[config.mk]
export PLATFORM = sky130hd
export DESIGN_NAME = encoder_knob_led_ring_unit_flat
export DESIGN_NICKNAME = d
export VERILOG_FILES = /design/src/design/eklr_pkg.sv /design/src/design/eklr_in_if.sv /design/src/design/eklr_out_if.sv /design/src/design/eklr_calc.sv /design/src/design/encoder_knob_led_ring_unit.sv /design/src/flat_wrapper.sv
export SDC_FILE = /design/constraint.sdc
export NUM_CORES = 1
export LEC_CHECK = 0
export ABC_AREA = 1
export ABC_CLOCK_PERIOD_IN_PS = 4410
export BUFFER_PORTS_ARGS = -buffer_cell sky130_fd_sc_hd__buf_4
export CAP_MARGIN = 30
export CORE_MARGIN = 1.5
export CORE_UTILIZATION = 45
export CTS_CLUSTER_DIAMETER = 100
export DETAILED_ROUTE_END_ITERATION = 16
export PLACE_DENSITY_LB_ADDON = 0.2
export SLEW_MARGIN = 40
export SYNTH_ARGS = -nofsm -noshare
export SYNTH_HDL_FRONTEND = slang
export SYNTH_SLANG_ARGS = --single-unit
[constraint.sdc]
create_clock -name clk -period 4.41 [get_ports clk]
set_clock_uncertainty 0.2 [all_clocks]
set_input_delay 1.1025 -clock clk [delete_from_list [all_inputs] [get_ports clk]]
set_output_delay 1.1025 -clock clk [all_outputs]
set_load 0.01 [all_outputs]
[src/design/eklr_pkg.sv]
// ----------------------------------------------------------------------------
// eklr_pkg
// Types, codes and constants shared by the knob and LED ring controller.
// ----------------------------------------------------------------------------
package eklr_pkg;

	// default number of LED channels on the driver
	localparam int LED_CHANNELS_DEF = 32;

	// item kinds
	localparam logic [2:0] KIND_POLL    = 3'd0;
	localparam logic [2:0] KIND_SET     = 3'd1;
	localparam logic [2:0] KIND_PREVIEW = 3'd2;
	localparam logic [2:0] KIND_RESTORE = 3'd3;
	localparam logic [2:0] KIND_START   = 3'd4;

	// status codes
	localparam logic [1:0] STATUS_OK          = 2'd0;
	localparam logic [1:0] STATUS_NOT_STARTED = 2'd1;
	localparam logic [1:0] STATUS_BAD_CONFIG  = 2'd2;

	// configuration register indexes
	localparam logic [1:0] REG_BUTTON_PIN    = 2'd0;
	localparam logic [1:0] REG_STEP_DIVIDER  = 2'd1;
	localparam logic [1:0] REG_RING_FIRST    = 2'd2;
	localparam logic [1:0] REG_RING_LENGTH   = 2'd3;

	// configuration reset values
	localparam logic [3:0] BUTTON_PIN_RST   = 4'd0;
	localparam logic [7:0] STEP_DIVIDER_RST = 8'd4;
	localparam logic [4:0] RING_FIRST_RST   = 5'd0;
	localparam logic [5:0] RING_LENGTH_RST  = 6'd0;

	localparam logic [6:0] KNOB_MAX   = 7'd127;
	localparam logic [5:0] LED_ON_PCT = 6'd50;
	localparam logic [5:0] LED_OFF_PCT = 6'd0;

	// iterations of the shared divide / multiply unit
	localparam int CALC_STEPS = 9;

	typedef enum logic {
		CALC_DIV,
		CALC_MUL
	} calc_op_t;

	// request to the shared unit
	typedef struct packed {
		logic       start;
		calc_op_t   op;
		logic [8:0] a;
		logic [7:0] b;
	} calc_req_t;

	// answer from the shared unit
	typedef struct packed {
		logic        done;
		logic [8:0]  quo;
		logic [7:0]  rem;
		logic [12:0] prod;
	} calc_rsp_t;

	typedef enum logic [2:0] {
		S_IDLE,
		S_DECODE,
		S_DIV,
		S_RENDER,
		S_MUL,
		S_PUSH0,
		S_PUSH1
	} state_t;

	// one result word
	typedef struct packed {
		logic [1:0] status;
		logic       pressed;
		logic       btn_toggled;
		logic       knob_moved;
		logic [6:0] knob_value;
		logic       led_write;
		logic [4:0] led_channel;
		logic [5:0] led_percent;
		logic       last;
	} out_word_t;

endpackage

[src/design/eklr_in_if.sv]
// ----------------------------------------------------------------------------
// eklr_in_if
// Input channel of the knob controller: one item word per handshake.
// ----------------------------------------------------------------------------
interface eklr_in_if;
	logic              valid;
	logic              ready;
	logic [2:0]        kind;
	logic signed [4:0] encoder_steps;
	logic [15:0]       button_word;
	logic [7:0]        value_in;

	modport source (
		output valid, kind, encoder_steps, button_word, value_in,
		input  ready
	);

	modport sink (
		input  valid, kind, encoder_steps, button_word, value_in,
		output ready
	);
endinterface

[src/design/eklr_out_if.sv]
// ----------------------------------------------------------------------------
// eklr_out_if
// Result channel of the knob controller: one result word per handshake.
// ----------------------------------------------------------------------------
interface eklr_out_if;
	logic       valid;
	logic       ready;
	logic [1:0] status;
	logic       pressed;
	logic       btn_toggled;
	logic       knob_moved;
	logic [6:0] knob_value;
	logic       led_write;
	logic [4:0] led_channel;
	logic [5:0] led_percent;
	logic       last;

	modport source (
		output valid, status, pressed, btn_toggled, knob_moved, knob_value,
		       led_write, led_channel, led_percent, last,
		input  ready
	);

	modport sink (
		input  valid, status, pressed, btn_toggled, knob_moved, knob_value,
		       led_write, led_channel, led_percent, last,
		output ready
	);
endinterface

[src/design/eklr_calc.sv]
// ----------------------------------------------------------------------------
// eklr_calc
// Shared iterative unit: restoring divide of a 9-bit magnitude by an 8-bit
// divisor, or MSB-first shift-add multiply, one bit per cycle on one adder.
// ----------------------------------------------------------------------------
module eklr_calc (
	input  logic                clk,
	input  logic                arst_n,
	input  eklr_pkg::calc_req_t req,
	output eklr_pkg::calc_rsp_t rsp
);
	import eklr_pkg::*;

	localparam logic [3:0] LastStep = 4'(CALC_STEPS - 1);

	logic        busy_q;
	logic        done_q;
	calc_op_t    op_q;
	logic [3:0]  cnt_q;
	logic [12:0] acc_q;
	logic [8:0]  shf_q;
	logic [7:0]  opb_q;

	logic [12:0] shifted;
	logic [12:0] addend;
	logic        cin;
	logic [13:0] sum;
	logic        qbit;

	// the one adder: subtract divisor, or add multiplicand
	always_comb begin
		shifted = (op_q == CALC_DIV) ? {acc_q[11:0], shf_q[8]} : {acc_q[11:0], 1'b0};
		if (op_q == CALC_DIV) begin
			addend = ~{5'b0, opb_q};
			cin    = 1'b1;
		end else begin
			addend = shf_q[8] ? {5'b0, opb_q} : 13'd0;
			cin    = 1'b0;
		end
		sum  = {1'b0, shifted} + {1'b0, addend} + {13'd0, cin};
		qbit = sum[13];
	end

	// control
	always_ff @(posedge clk or negedge arst_n) begin
		if (!arst_n) begin
			busy_q <= 1'b0;
			done_q <= 1'b0;
			cnt_q  <= 4'd0;
		end else begin
			done_q <= busy_q && (cnt_q == LastStep);
			if (req.start) begin
				busy_q <= 1'b1;
				cnt_q  <= 4'd0;
			end else if (busy_q) begin
				cnt_q <= cnt_q + 4'd1;
				if (cnt_q == LastStep) begin
					busy_q <= 1'b0;
				end
			end
		end
	end

	// operands and partial results
	always_ff @(posedge clk) begin
		if (req.start) begin
			op_q  <= req.op;
			acc_q <= 13'd0;
			shf_q <= req.a;
			opb_q <= req.b;
		end else if (busy_q) begin
			if (op_q == CALC_DIV) begin
				acc_q <= qbit ? sum[12:0] : shifted;
				shf_q <= {shf_q[7:0], qbit};
			end else begin
				acc_q <= sum[12:0];
				shf_q <= {shf_q[7:0], 1'b0};
			end
		end
	end

	assign rsp.done = done_q;
	assign rsp.quo  = shf_q;
	assign rsp.rem  = acc_q[7:0];
	assign rsp.prod = acc_q;

endmodule

[src/design/encoder_knob_led_ring_unit.sv]
// ----------------------------------------------------------------------------
// encoder_knob_led_ring_unit
// Rotary knob controller with a one-LED ring display.
//
//   channel  | dir | handshake     | word
//   item     | in  | valid/ready   | kind, encoder_steps, button_word, value_in
//   result   | out | valid/ready   | status, flags, knob_value, LED command, last
//   cfg      | in  | cfg_we only   | cfg_index, cfg_data
//
// One item at a time: after accept it is decoded; a started poll divides the
// encoder steps on the shared unit, and a poll that moves the value, a set,
// preview, restore or good start renders the ring with a multiply unless the
// ring is empty; one result word, or two for two LED words, is then queued
// before the next item is taken. Results go to a two-word queue, so a new item
// is taken while results still wait. Reset is asynchronous, active low; a
// stalled result side halts the sequencer only when the queue is full.
// ----------------------------------------------------------------------------
module encoder_knob_led_ring_unit #(
	parameter int LED_CHANNELS = eklr_pkg::LED_CHANNELS_DEF
) (
	input  logic       clk,
	input  logic       arst_n,
	eklr_in_if.sink    item,
	eklr_out_if.source result,
	input  logic       cfg_we,
	input  logic [1:0] cfg_index,
	input  logic [7:0] cfg_data
);
	import eklr_pkg::*;

	localparam logic [6:0] LedLimit = 7'(LED_CHANNELS);

	state_t state_q, state_d;

	// configuration and latched copy
	logic [3:0] pin_q, lat_pin_q;
	logic [7:0] div_q, lat_div_q;
	logic [4:0] first_q, lat_first_q;
	logic [5:0] len_q, lat_len_q;

	// knob state
	logic              started_q;
	logic [6:0]        value_q;
	logic              pressed_q;
	logic [5:0]        shown_q;
	logic signed [9:0] rem_q;

	// captured item
	logic [2:0]        kind_q;
	logic signed [4:0] steps_q;
	logic [15:0]       word_q;
	logic [7:0]        vin_q;

	// per-item results
	logic [1:0] status_q;
	logic       sw_q;
	logic       vc_q;
	logic       neg_q;
	logic [6:0] rv_q;
	logic [1:0] nled_q;
	logic [4:0] ch0_q, ch1_q;
	logic [5:0] pct0_q, pct1_q;

	// result queue
	out_word_t  fifo_q [2];
	logic       wr_ptr_q, rd_ptr_q;
	logic [1:0] count_q;
	logic       full;
	logic       push;
	logic       pop;
	out_word_t  push_word;

	calc_req_t calc_req;
	calc_rsp_t calc_rsp;

	// decode helpers
	logic              accept;
	logic              start_bad;
	logic              pressed_new;
	logic signed [9:0] sum;
	logic [9:0]        sum_neg;
	logic [8:0]        mag;
	logic [6:0]        vin_clamp;
	logic signed [9:0] delta;
	logic signed [9:0] srem;
	logic signed [10:0] nv_raw;
	logic [6:0]        nv;
	logic              moves;
	logic [5:0]        idx;

	eklr_calc u_calc (
		.clk    (clk),
		.arst_n (arst_n),
		.req    (calc_req),
		.rsp    (calc_rsp)
	);

	// combinational datapath
	always_comb begin
		accept      = item.valid && item.ready;
		start_bad   = (div_q == 8'd0) || (({2'b0, first_q} + {1'b0, len_q}) > LedLimit);
		pressed_new = ~word_q[lat_pin_q];
		sum         = rem_q + 10'(steps_q);
		sum_neg     = 10'd0 - sum;
		mag         = sum[9] ? sum_neg[8:0] : sum[8:0];
		vin_clamp   = vin_q[7] ? KNOB_MAX : vin_q[6:0];
		delta       = neg_q ? (10'd0 - {1'b0, calc_rsp.quo}) : {1'b0, calc_rsp.quo};
		srem        = neg_q ? (10'd0 - {2'b0, calc_rsp.rem}) : {2'b0, calc_rsp.rem};
		nv_raw      = {4'b0, value_q} + 11'(delta);
		if (nv_raw < 0) begin
			nv = 7'd0;
		end else if (nv_raw > 11'sd127) begin
			nv = KNOB_MAX;
		end else begin
			nv = nv_raw[6:0];
		end
		moves = (calc_rsp.quo != 9'd0) && (nv != value_q);
		idx   = lat_len_q - 6'd1 - calc_rsp.prod[12:7];
	end

	// next state
	always_comb begin
		state_d = state_q;
		case (state_q)
			S_IDLE: begin
				if (accept) begin
					state_d = S_DECODE;
				end
			end
			S_DECODE: begin
				if (kind_q == KIND_START) begin
					state_d = start_bad ? S_PUSH0 : S_RENDER;
				end else if (!started_q) begin
					state_d = S_PUSH0;
				end else begin
					case (kind_q)
						KIND_POLL:    state_d = (lat_div_q == 8'd0) ? S_PUSH0 : S_DIV;
						KIND_SET:     state_d = S_RENDER;
						KIND_PREVIEW: state_d = S_RENDER;
						KIND_RESTORE: state_d = S_RENDER;
						default:      state_d = S_PUSH0;
					endcase
				end
			end
			S_DIV: begin
				if (calc_rsp.done) begin
					state_d = moves ? S_RENDER : S_PUSH0;
				end
			end
			S_RENDER: begin
				state_d = (lat_len_q == 6'd0) ? S_PUSH0 : S_MUL;
			end
			S_MUL: begin
				if (calc_rsp.done) begin
					state_d = S_PUSH0;
				end
			end
			S_PUSH0: begin
				if (!full) begin
					state_d = (nled_q == 2'd2) ? S_PUSH1 : S_IDLE;
				end
			end
			S_PUSH1: begin
				if (!full) begin
					state_d = S_IDLE;
				end
			end
			default: state_d = S_IDLE;
		endcase
	end

	// outputs of the sequencer
	always_comb begin
		item.ready     = (state_q == S_IDLE);
		calc_req.start = 1'b0;
		calc_req.op    = CALC_DIV;
		calc_req.a     = mag;
		calc_req.b     = lat_div_q;
		push           = 1'b0;

		push_word.status      = status_q;
		push_word.pressed     = pressed_q;
		push_word.btn_toggled = sw_q;
		push_word.knob_moved  = vc_q;
		push_word.knob_value  = value_q;
		push_word.led_write   = (nled_q != 2'd0);
		push_word.led_channel = ch0_q;
		push_word.led_percent = pct0_q;
		push_word.last        = (nled_q != 2'd2);

		case (state_q)
			S_DECODE: begin
				calc_req.start = started_q && (kind_q == KIND_POLL) && (lat_div_q != 8'd0);
			end
			S_RENDER: begin
				calc_req.start = (lat_len_q != 6'd0);
				calc_req.op    = CALC_MUL;
				calc_req.a     = {2'b0, rv_q};
				calc_req.b     = {2'b0, lat_len_q};
			end
			S_PUSH0: begin
				push = !full;
			end
			S_PUSH1: begin
				push                  = !full;
				push_word.led_write   = 1'b1;
				push_word.led_channel = ch1_q;
				push_word.led_percent = pct1_q;
				push_word.last        = 1'b1;
			end
			default: begin
				calc_req.start = 1'b0;
			end
		endcase
	end

	// sequencer state
	always_ff @(posedge clk or negedge arst_n) begin
		if (!arst_n) begin
			state_q <= S_IDLE;
		end else begin
			state_q <= state_d;
		end
	end

	// configuration registers
	always_ff @(posedge clk or negedge arst_n) begin
		if (!arst_n) begin
			pin_q   <= BUTTON_PIN_RST;
			div_q   <= STEP_DIVIDER_RST;
			first_q <= RING_FIRST_RST;
			len_q   <= RING_LENGTH_RST;
		end else if (cfg_we) begin
			case (cfg_index)
				REG_BUTTON_PIN:   pin_q   <= cfg_data[3:0];
				REG_STEP_DIVIDER: div_q   <= cfg_data;
				REG_RING_FIRST:   first_q <= cfg_data[4:0];
				REG_RING_LENGTH:  len_q   <= cfg_data[5:0];
				default:          pin_q   <= pin_q;
			endcase
		end
	end

	// knob state, latched configuration and per-item results
	always_ff @(posedge clk or negedge arst_n) begin
		if (!arst_n) begin
			lat_pin_q   <= BUTTON_PIN_RST;
			lat_div_q   <= STEP_DIVIDER_RST;
			lat_first_q <= RING_FIRST_RST;
			lat_len_q   <= RING_LENGTH_RST;
			started_q   <= 1'b0;
			value_q     <= 7'd0;
			pressed_q   <= 1'b0;
			shown_q     <= RING_LENGTH_RST;
			rem_q       <= 10'sd0;
			nled_q      <= 2'd0;
		end else begin
			case (state_q)
				S_DECODE: begin
					nled_q <= 2'd0;
					if (kind_q == KIND_START) begin
						if (start_bad) begin
							started_q <= 1'b0;
						end else begin
							lat_pin_q   <= pin_q;
							lat_div_q   <= div_q;
							lat_first_q <= first_q;
							lat_len_q   <= len_q;
							value_q     <= 7'd0;
							pressed_q   <= 1'b0;
							shown_q     <= len_q;
							rem_q       <= 10'sd0;
							started_q   <= 1'b1;
						end
					end else if (started_q) begin
						case (kind_q)
							KIND_POLL: begin
								pressed_q <= pressed_new;
								if (lat_div_q == 8'd0) begin
									rem_q <= sum;
								end
							end
							KIND_SET: begin
								value_q <= vin_clamp;
								rem_q   <= 10'sd0;
							end
							default: begin
								rem_q <= rem_q;
							end
						endcase
					end
				end
				S_DIV: begin
					if (calc_rsp.done) begin
						rem_q <= srem;
						if (moves) begin
							value_q <= nv;
						end
					end
				end
				S_MUL: begin
					if (calc_rsp.done && (idx != shown_q)) begin
						shown_q <= idx;
						nled_q  <= (shown_q < lat_len_q) ? 2'd2 : 2'd1;
					end
				end
				default: begin
					nled_q <= nled_q;
				end
			endcase
		end
	end

	// item capture and result payload
	always_ff @(posedge clk) begin
		if (accept) begin
			kind_q  <= item.kind;
			steps_q <= item.encoder_steps;
			word_q  <= item.button_word;
			vin_q   <= item.value_in;
		end
		case (state_q)
			S_DECODE: begin
				vc_q   <= 1'b0;
				neg_q  <= sum[9];
				ch0_q  <= 5'd0;
				pct0_q <= LED_OFF_PCT;
				if (kind_q == KIND_START) begin
					status_q <= start_bad ? STATUS_BAD_CONFIG : STATUS_OK;
					sw_q     <= 1'b0;
					rv_q     <= 7'd0;
				end else if (!started_q) begin
					status_q <= STATUS_NOT_STARTED;
					sw_q     <= 1'b0;
					rv_q     <= value_q;
				end else begin
					status_q <= STATUS_OK;
					sw_q     <= (kind_q == KIND_POLL) && (pressed_new != pressed_q);
					rv_q     <= (kind_q inside {KIND_SET, KIND_PREVIEW}) ? vin_clamp : value_q;
				end
			end
			S_DIV: begin
				if (calc_rsp.done && moves) begin
					vc_q <= 1'b1;
					rv_q <= nv;
				end
			end
			S_MUL: begin
				if (calc_rsp.done && (idx != shown_q)) begin
					if (shown_q < lat_len_q) begin
						ch0_q  <= lat_first_q + shown_q[4:0];
						pct0_q <= LED_OFF_PCT;
						ch1_q  <= lat_first_q + idx[4:0];
						pct1_q <= LED_ON_PCT;
					end else begin
						ch0_q  <= lat_first_q + idx[4:0];
						pct0_q <= LED_ON_PCT;
					end
				end
			end
			default: begin
				rv_q <= rv_q;
			end
		endcase
	end

	// result queue control
	assign full = (count_q == 2'd2);
	assign pop  = result.valid && result.ready;

	always_ff @(posedge clk or negedge arst_n) begin
		if (!arst_n) begin
			wr_ptr_q <= 1'b0;
			rd_ptr_q <= 1'b0;
			count_q  <= 2'd0;
		end else begin
			if (push) begin
				wr_ptr_q <= ~wr_ptr_q;
			end
			if (pop) begin
				rd_ptr_q <= ~rd_ptr_q;
			end
			case ({push, pop})
				2'b10:   count_q <= count_q + 2'd1;
				2'b01:   count_q <= count_q - 2'd1;
				default: count_q <= count_q;
			endcase
		end
	end

	// result queue storage
	always_ff @(posedge clk) begin
		if (push) begin
			fifo_q[wr_ptr_q] <= push_word;
		end
	end

	// result port
	assign result.valid       = (count_q != 2'd0);
	assign result.status      = fifo_q[rd_ptr_q].status;
	assign result.pressed     = fifo_q[rd_ptr_q].pressed;
	assign result.btn_toggled = fifo_q[rd_ptr_q].btn_toggled;
	assign result.knob_moved  = fifo_q[rd_ptr_q].knob_moved;
	assign result.knob_value  = fifo_q[rd_ptr_q].knob_value;
	assign result.led_write   = fifo_q[rd_ptr_q].led_write;
	assign result.led_channel = fifo_q[rd_ptr_q].led_channel;
	assign result.led_percent = fifo_q[rd_ptr_q].led_percent;
	assign result.last        = fifo_q[rd_ptr_q].last;

endmodule
[src/flat_wrapper.sv]
// flat-port wrapper written by rule: the top's interface ports become plain ports
module encoder_knob_led_ring_unit_flat import eklr_pkg::*;
#(
	parameter int LED_CHANNELS = eklr_pkg::LED_CHANNELS_DEF
)
  (clk, arst_n, cfg_we, cfg_index, cfg_data, item_valid, item_kind, item_encoder_steps, item_button_word, item_value_in, item_ready, result_valid, result_status, result_pressed, result_btn_toggled, result_knob_moved, result_knob_value, result_led_write, result_led_channel, result_led_percent, result_last, result_ready);
  eklr_in_if item_i ();
  eklr_out_if result_i ();
  input  logic clk;
  input  logic arst_n;
  input  logic cfg_we;
  input  logic [1:0] cfg_index;
  input  logic [7:0] cfg_data;
  input wire logic [$bits(item_i.valid)-1:0] item_valid;
  input wire logic [$bits(item_i.kind)-1:0] item_kind;
  input wire logic [$bits(item_i.encoder_steps)-1:0] item_encoder_steps;
  input wire logic [$bits(item_i.button_word)-1:0] item_button_word;
  input wire logic [$bits(item_i.value_in)-1:0] item_value_in;
  output wire logic [$bits(item_i.ready)-1:0] item_ready;
  output wire logic [$bits(result_i.valid)-1:0] result_valid;
  output wire logic [$bits(result_i.status)-1:0] result_status;
  output wire logic [$bits(result_i.pressed)-1:0] result_pressed;
  output wire logic [$bits(result_i.btn_toggled)-1:0] result_btn_toggled;
  output wire logic [$bits(result_i.knob_moved)-1:0] result_knob_moved;
  output wire logic [$bits(result_i.knob_value)-1:0] result_knob_value;
  output wire logic [$bits(result_i.led_write)-1:0] result_led_write;
  output wire logic [$bits(result_i.led_channel)-1:0] result_led_channel;
  output wire logic [$bits(result_i.led_percent)-1:0] result_led_percent;
  output wire logic [$bits(result_i.last)-1:0] result_last;
  input wire logic [$bits(result_i.ready)-1:0] result_ready;
  assign item_i.valid = item_valid;
  assign item_i.kind = item_kind;
  assign item_i.encoder_steps = item_encoder_steps;
  assign item_i.button_word = item_button_word;
  assign item_i.value_in = item_value_in;
  assign item_ready = item_i.ready;
  assign result_valid = result_i.valid;
  assign result_status = result_i.status;
  assign result_pressed = result_i.pressed;
  assign result_btn_toggled = result_i.btn_toggled;
  assign result_knob_moved = result_i.knob_moved;
  assign result_knob_value = result_i.knob_value;
  assign result_led_write = result_i.led_write;
  assign result_led_channel = result_i.led_channel;
  assign result_led_percent = result_i.led_percent;
  assign result_last = result_i.last;
  assign result_i.ready = result_ready;
  encoder_knob_led_ring_unit #(.LED_CHANNELS(LED_CHANNELS)) u_core (.clk(clk), .arst_n(arst_n), .item(item_i), .result(result_i), .cfg_we(cfg_we), .cfg_index(cfg_index), .cfg_data(cfg_data));
endmodule
==> results of run 1 <==
-- synthesized netlist by cell type (all sizes together) --
cell / count
nand2: 322
inv: 145
o21ai: 122
edfxtp: 113
nor2: 90
dfrtp: 84
a21oi: 79
nand3: 69
ha: 59
xor2: 36
nor3: 22
o22ai: 21
clkbuf: 20
buf: 16
mux2: 15
xnor2: 15
dfxtp: 13
o211ai: 12
a31oi: 11
fa: 8
or2: 7
nor4: 6
nand4: 5
mux2i: 4
o2111ai: 4
o31ai: 4
nand3b: 3
o21bai: 3
a21o: 2
clkinv: 2
dfstp: 2
o221ai: 2
a21boi: 1
a221oi: 1
a22o: 1
and2: 1
conb: 1
o21a: 1
o32ai: 1
-- area by class of cell --
class                   instances  area (sq um)
fillers                      2419         12400
multi-input cells             930          5350
clock inverters                14           109
repair buffers                 86           673
flip-flops and latches        212          5810
inverters                     147           552
clock buffers                  30           664
well taps                     335           419
-- how the worst max path moves through the flow --
stage | startpoint | end | slack (ns) | depth (start not counted)
finish | u_core.u_calc.shf_q[0] | u_core.rv_q[1] | 0.50 | 24
global route | u_core.u_calc.shf_q[0] | u_core.rv_q[4] | 0.03 | 26
CTS | u_core.u_calc.shf_q[0] | u_core.rv_q[1] | 0.47 | 24
detailed placement | u_core.u_calc.shf_q[0] | u_core.rv_q[1] | 0.48 | 24
global placement | u_core.u_calc.shf_q[0] | u_core.rv_q[1] | 0.62 | 24
floorplan | u_core.u_calc.shf_q[0] | u_core.rv_q[0] | 0.47 | 23
-- power breakdown --
part | internal [mW] | switching (mW)
logic | 2.28 | 3.78
registers | 2.98 | 0.578
clock network | 1.13 | 0.808
-- metal layers --
layer | GRT usage | up-vias | wire length, microns | share of wire
met2 | 0.350 | 202 | 13100 | 0.49
met5 | 0 | - | 0 | 0
li1 | - | 4637 | - | -
met1 | 0.268 | 4164 | 12100 | 0.45
met4 | 0.0564 | 0 | 569 | 0.021
met3 | 0.0225 | 44 | 961 | 0.036
-- cell families (layout without fill, tap and decap cells) --
logic type,after synthesis,after routing,share of synthesized area
xor gates and xnor gates,51,51,0.0383
buffers and inverters,183,277,0.0603
and+or+nand+nor,525,525,0.192
muxes,19,19,0.0176
other,1,3,0.000316
DFF,212,212,0.490
AOI/OAI and AO/OA,265,265,0.125
adders and majority gates,67,67,0.0758
-- worst reg2reg max path, stage by stage, from the launching register on --
cell and delay, ns:
sky130_fd_sc_hd__edfxtp_1 0.42, sky130_fd_sc_hd__inv_2 0.11, sky130_fd_sc_hd__ha_1 0.16, sky130_fd_sc_hd__inv_1 0.04, sky130_fd_sc_hd__nor2_1 0.12, sky130_fd_sc_hd__nand2_1 0.10, sky130_fd_sc_hd__o31ai_1 0.24, sky130_fd_sc_hd__xor2_1 0.18
sky130_fd_sc_hd__ha_1 0.30, sky130_fd_sc_hd__nand2_1 0.11, sky130_fd_sc_hd__inv_1 0.04, sky130_fd_sc_hd__nand2_1 0.05, sky130_fd_sc_hd__nand2_1 0.07, sky130_fd_sc_hd__a21oi_4 0.19, sky130_fd_sc_hd__xnor2_2 0.14, sky130_fd_sc_hd__nor2_8 0.20
sky130_fd_sc_hd__nand3_2 0.10, sky130_fd_sc_hd__nand2_1 0.07, sky130_fd_sc_hd__nand2_1 0.05, sky130_fd_sc_hd__nand2_1 0.10, sky130_fd_sc_hd__a21oi_1 0.05, sky130_fd_sc_hd__nand3_1 0.08, sky130_fd_sc_hd__nand3_1 0.12, sky130_fd_sc_hd__o21ai_0 0.19
sky130_fd_sc_hd__buf_4 0.19
-- sequential cells by signal, summed over array words and instances (netlist names), 7 cells and up --
| register | count |
|---|---|
| u_core.value_q | 7 |
| u_core.fifo_q | 40 |
| u_core.rv_q | 7 |
| u_core.u_calc.shf_q | 9 |
| u_core.word_q | 16 |
| u_core.lat_div_q | 8 |
| u_core.u_calc.opb_q | 8 |
| u_core.u_calc.acc_q | 13 |
| u_core.vin_q | 8 |
| u_core.rem_q | 10 |
| u_core.div_q | 8 |
-- per-stage QoR --
step	total power, mW	hold slack (ns)	util	cells
2_1_floorplan	8.04	0.221	-	1325
3_3_place_gp	9.53	0.273	0.491	1708
3_5_place_dp	9.66	0.273	0.493	1710
4_1_cts	11.6	0.287	0.522	1754
5_1_grt	12.6	0.308	0.523	1754
6_report	11.5	0.284	0.523	1754
==> flow_metrics.env, run 1 <==
export IMPL_outcome="finished, final reports clean"
export IMPL_detail_route_drc_violations=0
export IMPL_clock_root_buffer="sky130_fd_sc_hd__clkbuf_16"
export IMPL_final_layout_size_suffix_gt1_frac=0.134
export IMPL_tightestPinTransition_ns=0.739
export IMPL_worst_slew_margin_rel=0.506
export IMPL_syn_area_sq_mm=0.0119
export IMPL_start_util=0.456
export IMPL_max_cap_violations=0
export IMPL_synth_top_cells_by_area="sky130_fd_sc_hd__edfxtp_1 29%, sky130_fd_sc_hd__dfrtp_1 18%, sky130_fd_sc_hd__nand2_1 9.8%"
export IMPL_cts_setup_buffers=0
export IMPL_cts_htree_levels=1
export IMPL_power_per_cell_area_mw_per_mm2=851
export IMPL_startpoint_of_the_worst_slack_reg_to_reg_timing_path="u_core.u_calc.shf_q[0]"
export IMPL_clock_insertion_delay_worst_skew_ns=0.54
export IMPL_final_common_cell="sky130_fd_sc_hd__nand2_1"
export IMPL_critical_path_buf_inv_count=4
export IMPL_area_delta_synth_final_pct=14.5
export IMPL_detail_route_vias_per_cell=5.16
export IMPL_setup_tns_final_ns=0
export IMPL_r2r_slack_ns=0.50
export IMPL_cp_common_cell="sky130_fd_sc_hd__nand2_1"
export IMPL_synth_ff_latch_count=212
export IMPL_yosysTopAreaCellShare=0.286
export IMPL_core_region_area_sq_mm=0.0260
export IMPL_antenna_cells_inserted=0
export IMPL_synth_top_area_cell="sky130_fd_sc_hd__edfxtp_1"
export IMPL_crit_type="flop to flop"
export IMPL_cts_tree="yes"
export IMPL_rows=59
export IMPL_timing_rr_end="u_core.rv_q[1]"
export IMPL_postSynthAreaPerCell_sq_um=8.96
export IMPL_max_stage_delay_ns=0.42
export IMPL_clock_sink_count=212
export IMPL_timing_critical_path_to_type="flop"
export IMPL_vias=9047
export IMPL_critical_path_slowest_cell="sky130_fd_sc_hd__edfxtp_1"
export IMPL_die_area_sq_mm=0.0273
export IMPL_first_pass_iters=5
export IMPL_leakagePower_nw=6.13
export IMPL_top_level_ports=74
export IMPL_worst_r2r_cell_count=24
export IMPL_synth_cell_type_count=55
export IMPL_routability_driven_placement_congestion_ratio=0.877
export IMPL_avgRoutedWirePerCell_microns=15.2
export IMPL_grt_max_degree=55
export IMPL_hp_start="u_core.pin_q[0]"
export IMPL_grt_overflow_total=0
export IMPL_port_buffers=70
export IMPL_crit_start_category="flop"
export IMPL_path_max_fanout=8
export IMPL_first_global_vias=8639
export IMPL_layout_nets=1515
export IMPL_fmax_mhz=256
export IMPL_worst_hold_path_num_cells=2
export IMPL_antenna_found_initial=0
export IMPL_fin_crit_sh=0.887
export IMPL_clock_path_buffers=3
export IMPL_die_h_microns=165
export IMPL_cp_data_arrival_time_ns=3.95
export IMPL_finalCriticalPeriod_ns=3.91
export IMPL_rsz0062_at_grt="false"
export IMPL_die_x_microns=165
export IMPL_critPathRequiredTime_ns=4.45
export IMPL_ant_nets=0
export IMPL_finalSetupViolations=0
export IMPL_synth_sequential_area_ratio=0.490
export IMPL_final_hpwl_dp_microns=20100
export IMPL_global_route_wire_length_before_repair_microns=43600
export IMPL_global_route_usage_total=0.202
export IMPL_synth_warnings=0
export IMPL_routed_wl_microns=26700
export IMPL_cts_made_buffers=24
export IMPL_hold_end="u_core.pin_q[0]"
export IMPL_final_area_sq_mm=0.0136
export IMPL_report_final_hold_viol_count=0
export IMPL_irDropWorstVdd_mv=0.841
export IMPL_holdCritPathClass="flop to flop"
export IMPL_placement_cell_area_sq_mm=0.0128
export IMPL_clkSlewWorstSetupHoldPaths_ns=0.06
export IMPL_dpl_worst_slack_ns=0.476
export IMPL_path_delay_family="simple AND/OR/NAND/NOR gates"
export IMPL_syn_inst=1323
export IMPL_cts_resized=0
export IMPL_layout_setup_ws_ns=0.499
export IMPL_final_cell_mix="308 x sky130_fd_sc_hd__nand2_1, 137 x sky130_fd_sc_hd__inv_1, 113 x sky130_fd_sc_hd__o21ai_0, 113 x sky130_fd_sc_hd__edfxtp_1"
export IMPL_final_max_slew_viol_count=0
export IMPL_worstPathCellList="inv_2 -> ha_1 -> inv_1 -> nor2_1 -> nand2_1 -> o31ai_1 -> xor2_1 -> ha_1 -> nand2_1 -> inv_1 -> nand2_1 -> nand2_1 -> a21oi_4 -> xnor2_2 -> nor2_8 -> nand3_2 -> nand2_1 -> nand2_1 -> nand2_1 -> a21oi_1 -> nand3_1 -> nand3_1 -> o21ai_0 -> buf_4"
export IMPL_dr_first_iter_drc_count=598
export IMPL_ctsHoldBuffers=0
No activity file was read; power rests on OpenSTA's default activity.
==> run 2: changes to the inputs <==
PLACE_DENSITY = 0.72   (was default)
PLACE_DENSITY_LB_ADDON = default   (was 0.2)
==> flow_metrics.env, run 2 (same netlist as run 1, synthesis figures left out) <==
export IMPL_clock_root_buffer="sky130_fd_sc_hd__clkbuf_16"
export IMPL_power_per_cell_area_mw_per_mm2=854
export IMPL_detail_route_vias_per_cell=5.22
export IMPL_clkSlewWorstSetupHoldPaths_ns=0.06
export IMPL_max_cap_violations=0
export IMPL_cts_made_buffers=25
export IMPL_global_route_usage_total=0.198
export IMPL_global_route_wire_length_before_repair_microns=42900
export IMPL_grt_max_degree=52
export IMPL_critical_path_slowest_cell="sky130_fd_sc_hd__edfxtp_1"
export IMPL_grt_overflow_total=0
export IMPL_core_region_area_sq_mm=0.0260
export IMPL_setup_tns_final_ns=0
export IMPL_final_max_slew_viol_count=0
export IMPL_seqCellArea_sq_mm=0.00581
export IMPL_leakagePower_nw=6.13
export IMPL_final_layout_size_suffix_gt1_frac=0.133
export IMPL_antenna_found_initial=0
export IMPL_detail_route_drc_violations=0
export IMPL_outcome="finished, final reports clean"
export IMPL_vias=9153
export IMPL_cts_setup_buffers=0
export IMPL_rsz0062_at_grt="false"
export IMPL_top_level_ports=74
export IMPL_timing_critical_path_to_type="flop"
export IMPL_tightestPinTransition_ns=0.776
export IMPL_dr_first_iter_drc_count=594
export IMPL_cts_resized=0
export IMPL_final_cell_mix="308 x sky130_fd_sc_hd__nand2_1, 137 x sky130_fd_sc_hd__inv_1, 113 x sky130_fd_sc_hd__o21ai_0, 113 x sky130_fd_sc_hd__edfxtp_1"
export IMPL_finalCriticalPeriod_ns=3.87
export IMPL_die_x_microns=165
export IMPL_cts_tree="yes"
export IMPL_first_global_vias=8844
export IMPL_critPathRequiredTime_ns=4.44
export IMPL_layout_nets=1514
export IMPL_final_common_cell="sky130_fd_sc_hd__nand2_1"
export IMPL_antenna_cells_inserted=0
export IMPL_report_final_hold_viol_count=0
export IMPL_finalCoreUtilization=0.524
export IMPL_layout_top_registers="u_core.fifo_q x40, u_core.word_q x16, u_core.u_calc.acc_q x13"
export IMPL_cp_data_arrival_time_ns=3.90
export IMPL_final_hpwl_dp_microns=19800
export IMPL_fmax_mhz=258
export IMPL_first_pass_iters=5
export IMPL_max_stage_delay_ns=0.71
export IMPL_rows=59
export IMPL_ctsHoldBuffers=0
export IMPL_multiInputGateArea_sq_mm=0.00536
export IMPL_die_area_sq_mm=0.0273
export IMPL_cts_htree_levels=1
export IMPL_worstPathCellList="nand2_1 -> xor2_1 -> ha_1 -> nand2_1 -> nor2_1 -> nand2_1 -> nand3_2 -> nand2_2 -> nand2_4 -> a21o_1 -> nand2_1 -> nand2_1 -> nand2_1 -> nand2_1 -> nor2_1 -> nand3_1 -> nand3_1 -> o21ai_0 -> buf_4"
export IMPL_num_fill_cells=2350
export IMPL_cp_common_cell="sky130_fd_sc_hd__nand2_1"
export IMPL_routability_driven_placement_congestion_ratio=0.892
export IMPL_crit_start_category="flop"
export IMPL_layout_setup_ws_ns=0.537
export IMPL_start_util=0.456
export IMPL_fin_crit_sh=0.878
export IMPL_max_flop_register="u_core.fifo_q"
export IMPL_clock_insertion_delay_worst_skew_ns=0.52
export IMPL_avgRoutedWirePerCell_microns=15.0
export IMPL_dpl_worst_slack_ns=0.544
export IMPL_crit_type="flop to flop"
export IMPL_clock_sink_count=212
export IMPL_largest_reg_flops=40
export IMPL_die_h_microns=165
export IMPL_finalSetupViolations=0
export IMPL_holdCritPathClass="flop to flop"
export IMPL_clock_path_buffers=3
export IMPL_routed_wl_microns=26400
export IMPL_port_buffers=70
export IMPL_worst_slew_margin_rel=0.481
export IMPL_path_max_fanout=21
export IMPL_area_delta_synth_final_pct=14.8
export IMPL_irDropWorstVdd_mv=0.667
export IMPL_ant_nets=0
## run 2: cell types whose count changed in the layout (fill, tap and decap cells not counted), sizes merged
cell    delta
buf        -2
bufinv     +1
clkbuf     +2
clkinv     -4
inv        +3
## run 2: power breakdown
part           switching (mW)  internal [mW]  leakage (nW)
combinational            3.78           2.26          3.51
clock                   0.821           1.20         0.394
sequential              0.574           2.98          2.23
total                    5.18           6.44          6.13
## run 2: worst max-delay path, delay by kind of cell (launching register included)
family | cells | cell delay, ns
AND/OR/NAND/NOR | 14 | 1.25
XOR/XNOR | 1 | 0.21
buffers and inverters | 1 | 0.19
flip-flops | 1 | 0.71
AO/OA/AOI/OAI | 2 | 0.66
adder cells (fa/ha/maj) | 1 | 0.36
## run 2: worst paths after layout
kind | startpoint | to | slack, ns | cells past startpoint
worst max-delay path | u_core.neg_q | u_core.rv_q[3] | 0.54 | 19
worst min-delay path | u_core.sw_q | u_core.fifo_q[0][21] | 0.28 | 0
worst max register to register | u_core.neg_q | u_core.rv_q[3] | 0.54 | 19
worst min register to register | u_core.sw_q | u_core.fifo_q[0][21] | 0.28 | 0
max in group asynchronous | arst_n | u_core.lat_div_q[2] | 2.79 | 2
min in group asynchronous | arst_n | u_core.len_q[2] | 0.43 | 1
## run 2: through the flow
step           cells  total power, mW  hold slack (ns)  instance area (sq um)
3_3_place_gp    1706             9.44            0.251                  12700
6_report        1754             11.6            0.276                  13600
3_5_place_dp    1708             9.60            0.257                  12800
5_1_grt         1754             12.7            0.273                  13600
4_1_cts         1754             11.7            0.269                  13600
2_1_floorplan   1325             8.04            0.221                  11900
## run 2: routing by layer
metal  global-route usage  part of all wire  vias up  wire length (microns)
met5                    0                 0        -                      0
met4               0.0751             0.036        0                    958
met3               0.0255             0.046       61                   1210
met2                0.340              0.48      246                  12700
met1                0.255              0.44     4207                  11500
li1                     -                 -     4639                      -
## run 2: cell type report
cell class,count,area share
clock inverters,14,0.0104
clock buffers,32,0.0494
inverters,147,0.0406
repair buffers,84,0.0484
multi-input cells,930,0.394
flip-flops and latches,212,0.427
well taps,335,0.0308
==> run 3: changes to the inputs <==
GPL_TIMING_DRIVEN = 0   (was default)
SYNTH_HIERARCHICAL = 1   (was default)
==> flow_metrics.env, run 3 <==
export IMPL_synth_ff_latch_count=212
export IMPL_power_per_cell_area_mw_per_mm2=780
export IMPL_fmax_mhz=251
export IMPL_dr_first_iter_drc_count=922
export IMPL_leakagePower_nw=6.65
export IMPL_synth_sequential_area_ratio=0.469
export IMPL_grt_max_degree=87
export IMPL_yosysTopAreaCellShare=0.274
export IMPL_asyncSetResetFlopFracSynth=0.406
export IMPL_avgRoutedWirePerCell_microns=14.7
export IMPL_die_h_microns=169
export IMPL_global_route_usage_total=0.202
export IMPL_area_delta_synth_final_pct=14.6
export IMPL_detail_route_drc_violations=0
export IMPL_antenna_found_initial=0
export IMPL_clkSlewWorstSetupHoldPaths_ns=0.06
export IMPL_core_region_area_sq_mm=0.0270
export IMPL_synthMostInstantiatedCell="sky130_fd_sc_hd__nand2_1"
export IMPL_global_route_wire_length_before_repair_microns=46700
export IMPL_seqCellArea_sq_mm=0.00581
export IMPL_layout_nets=1690
export IMPL_layout_top_registers="u_core/fifo_q x40, u_core/word_q x16, u_core/u_calc/acc_q x13"
export IMPL_max_flop_register="u_core/fifo_q"
export IMPL_holdCritPathClass="primary input to async pin"
export IMPL_r2r_slack_ns=0.43
export IMPL_first_global_vias=9471
export IMPL_synthTopCellsByCount="450 x sky130_fd_sc_hd__nand2_1, 178 x sky130_fd_sc_hd__inv_1, 113 x sky130_fd_sc_hd__edfxtp_1"
export IMPL_port_buffers=70
export IMPL_cp_data_arrival_time_ns=3.95
export IMPL_final_common_cell="sky130_fd_sc_hd__nand2_1"
export IMPL_syn_area_sq_mm=0.0124
export IMPL_synth_top_cells_by_area="sky130_fd_sc_hd__edfxtp_1 27%, sky130_fd_sc_hd__dfrtp_1 17%, sky130_fd_sc_hd__nand2_1 14%"
export IMPL_path_max_fanout=10
export IMPL_routed_wl_microns=28500
export IMPL_postSynthAreaPerCell_sq_um=8.39
export IMPL_crit_type="flop to flop"
export IMPL_first_pass_iters=7
export IMPL_placement_cell_area_sq_mm=0.0134
export IMPL_synth_cell_type_count=57
export IMPL_irDropWorstVdd_mv=0.427
export IMPL_max_cap_violations=0
export IMPL_rsz0062_at_grt="false"
export IMPL_clock_root_buffer="sky130_fd_sc_hd__clkbuf_16"
export IMPL_grt_overflow_total=0
export IMPL_syn_inst=1475
export IMPL_final_cell_mix="450 x sky130_fd_sc_hd__nand2_1, 178 x sky130_fd_sc_hd__inv_1, 113 x sky130_fd_sc_hd__edfxtp_1"
export IMPL_fin_crit_sh=0.902
export IMPL_largest_reg_flops=40
export IMPL_layout_setup_ws_ns=0.433
export IMPL_clock_insertion_delay_worst_skew_ns=0.51
export IMPL_cts_htree_levels=1
export IMPL_worst_slew_margin_rel=0.485
export IMPL_vias=9959
export IMPL_critPathRequiredTime_ns=4.38
export IMPL_multiInputGateArea_sq_mm=0.00566
export IMPL_final_max_slew_viol_count=0
export IMPL_timing_critical_path_to_type="flop"
export IMPL_start_util=0.459
export IMPL_synth_edf_count=113
export IMPL_outcome="finished, final reports clean"
export IMPL_dpl_worst_slack_ns=0.0551
export IMPL_crit_start_category="flop"
export IMPL_ctsHoldBuffers=0
export IMPL_ant_nets=0
export IMPL_finalCriticalPeriod_ns=3.98
export IMPL_cts_made_buffers=23
export IMPL_tightestPinTransition_ns=0.770
export IMPL_routability_driven_placement_congestion_ratio=0.902
export IMPL_detail_route_vias_per_cell=5.15
export IMPL_die_x_microns=169
export IMPL_final_area_sq_mm=0.0142
export IMPL_clock_path_buffers=3
export IMPL_final_layout_size_suffix_gt1_frac=0.117
export IMPL_finalSetupViolations=0
export IMPL_clock_sink_count=212
export IMPL_num_fill_cells=2452
export IMPL_report_final_hold_viol_count=0
export IMPL_synth_warnings=6
export IMPL_cts_tree="yes"
export IMPL_top_level_ports=74
export IMPL_final_hpwl_dp_microns=21800
export IMPL_ys_flop_type="sky130_fd_sc_hd__edfxtp_1"
export IMPL_die_area_sq_mm=0.0285
export IMPL_rows=60
export IMPL_synth_top_area_cell="sky130_fd_sc_hd__edfxtp_1"
export IMPL_antenna_cells_inserted=0
[run 3: changes by cell type after synthesis, sizes merged, moves of 8 or more]
cell / delta
a21oi: -21
o22ai: -12
buf: +8
nand2: +137
inv: +37
nand4: +15
nand3: +43
mux2: -8
nor2: -18
o21ai: -8
[run 3: per-layer routing]
layer	vias to the layer above	track usage	routed length [microns]
met3	50	0.0323	1690
met1	4589	0.276	13100
met5	-	0	0
li1	5053	-	-
met4	0	0.0660	829
met2	267	0.331	12900
[run 3: final timing paths]
check / start / to / depth (start not counted)
setup / recovery: u_core/neg_q / u_core/vc_q / 21
hold / removal: arst_n / u_core/count_q[0] / 1
setup reg to reg: u_core/neg_q / u_core/vc_q / 21
hold reg to reg: u_core/u_calc/acc_q[12] / u_core/u_calc/acc_q[12] / 2
max in group asynchronous: arst_n / u_core/lat_div_q[2] / 2
min in group clk: u_core/u_calc/acc_q[12] / u_core/u_calc/acc_q[12] / 2
[run 3: logic make-up after synthesis]
logic type,after synthesis,share of synthesized area
adders and majority gates,67,0.0726
other,1,0.000303
buffers and inverters,232,0.0769
muxes,11,0.00961
xor gates and xnor gates,50,0.0360
DFF,212,0.469
and+or+nand+nor,693,0.241
AOI/OAI and AO/OA,209,0.0944
[run 3: final cells by class]
type | instances | area share
Inverter | 182 | 0.0482
Clock inverter | 17 | 0.00979
Multi-Input combinational cell | 1033 | 0.399
Sequential cell | 212 | 0.409
Clock buffer | 24 | 0.0408
Timing Repair Buffer | 74 | 0.0435
Buffer | 50 | 0.0191
Tap cell | 341 | 0.0301
[run 3: repair_timing]
| action | CTS | global route |
|---|---|---|
| endpoints found under the setup margin | 0 | 8 |
| gates resized for setup | 0 | 4 |
| setup buffers | 0 | 0 |
[run 3: through the flow]
stage          setup TNS [ns]  utilization  hold WS, ns  power (mW)  std cells
4_1_cts                     0        0.525        0.286        11.1       1932
6_report                    0        0.526        0.264        11.1       1933
5_1_grt                     0        0.526        0.263        12.0       1933
2_1_floorplan               0            -        0.221        7.62       1477
3_3_place_gp            -1.73        0.495        0.263        8.96       1888
3_5_place_dp                0        0.498        0.274        9.18       1891
[run 3: power by group]
| part | leakage (nW) | internal (mW) | total [mW] | switching [mW] |
|---|---|---|---|---|
| logic | 4.08 | 2.17 | 5.83 | 3.65 |
| clock network | 0.331 | 1.03 | 1.83 | 0.803 |
| registers | 2.24 | 2.89 | 3.41 | 0.517 |
| total | 6.65 | 6.09 | 11.1 | 4.98 |
[run 3: critical path, cell delays in order (launching register included)]
cell	delay [ns]
sky130_fd_sc_hd__edfxtp_1	0.49
sky130_fd_sc_hd__clkbuf_2	0.25
sky130_fd_sc_hd__o21ai_0	0.33
sky130_fd_sc_hd__inv_1	0.11
sky130_fd_sc_hd__fa_1	0.44
sky130_fd_sc_hd__inv_1	0.09
sky130_fd_sc_hd__nand2_1	0.07
sky130_fd_sc_hd__nand3_2	0.08
sky130_fd_sc_hd__nand2_1	0.08
sky130_fd_sc_hd__nand2_1	0.09
sky130_fd_sc_hd__nand2_1	0.05
sky130_fd_sc_hd__nand2_1	0.05
sky130_fd_sc_hd__nand2_1	0.12
sky130_fd_sc_hd__nor2_8	0.17
sky130_fd_sc_hd__nand3_1	0.14
sky130_fd_sc_hd__nand3_1	0.10
sky130_fd_sc_hd__nand2_1	0.08
sky130_fd_sc_hd__nand2_1	0.07
sky130_fd_sc_hd__nor2_1	0.04
sky130_fd_sc_hd__nand3_1	0.06
sky130_fd_sc_hd__nand3_1	0.17
sky130_fd_sc_hd__o21ai_4	0.36
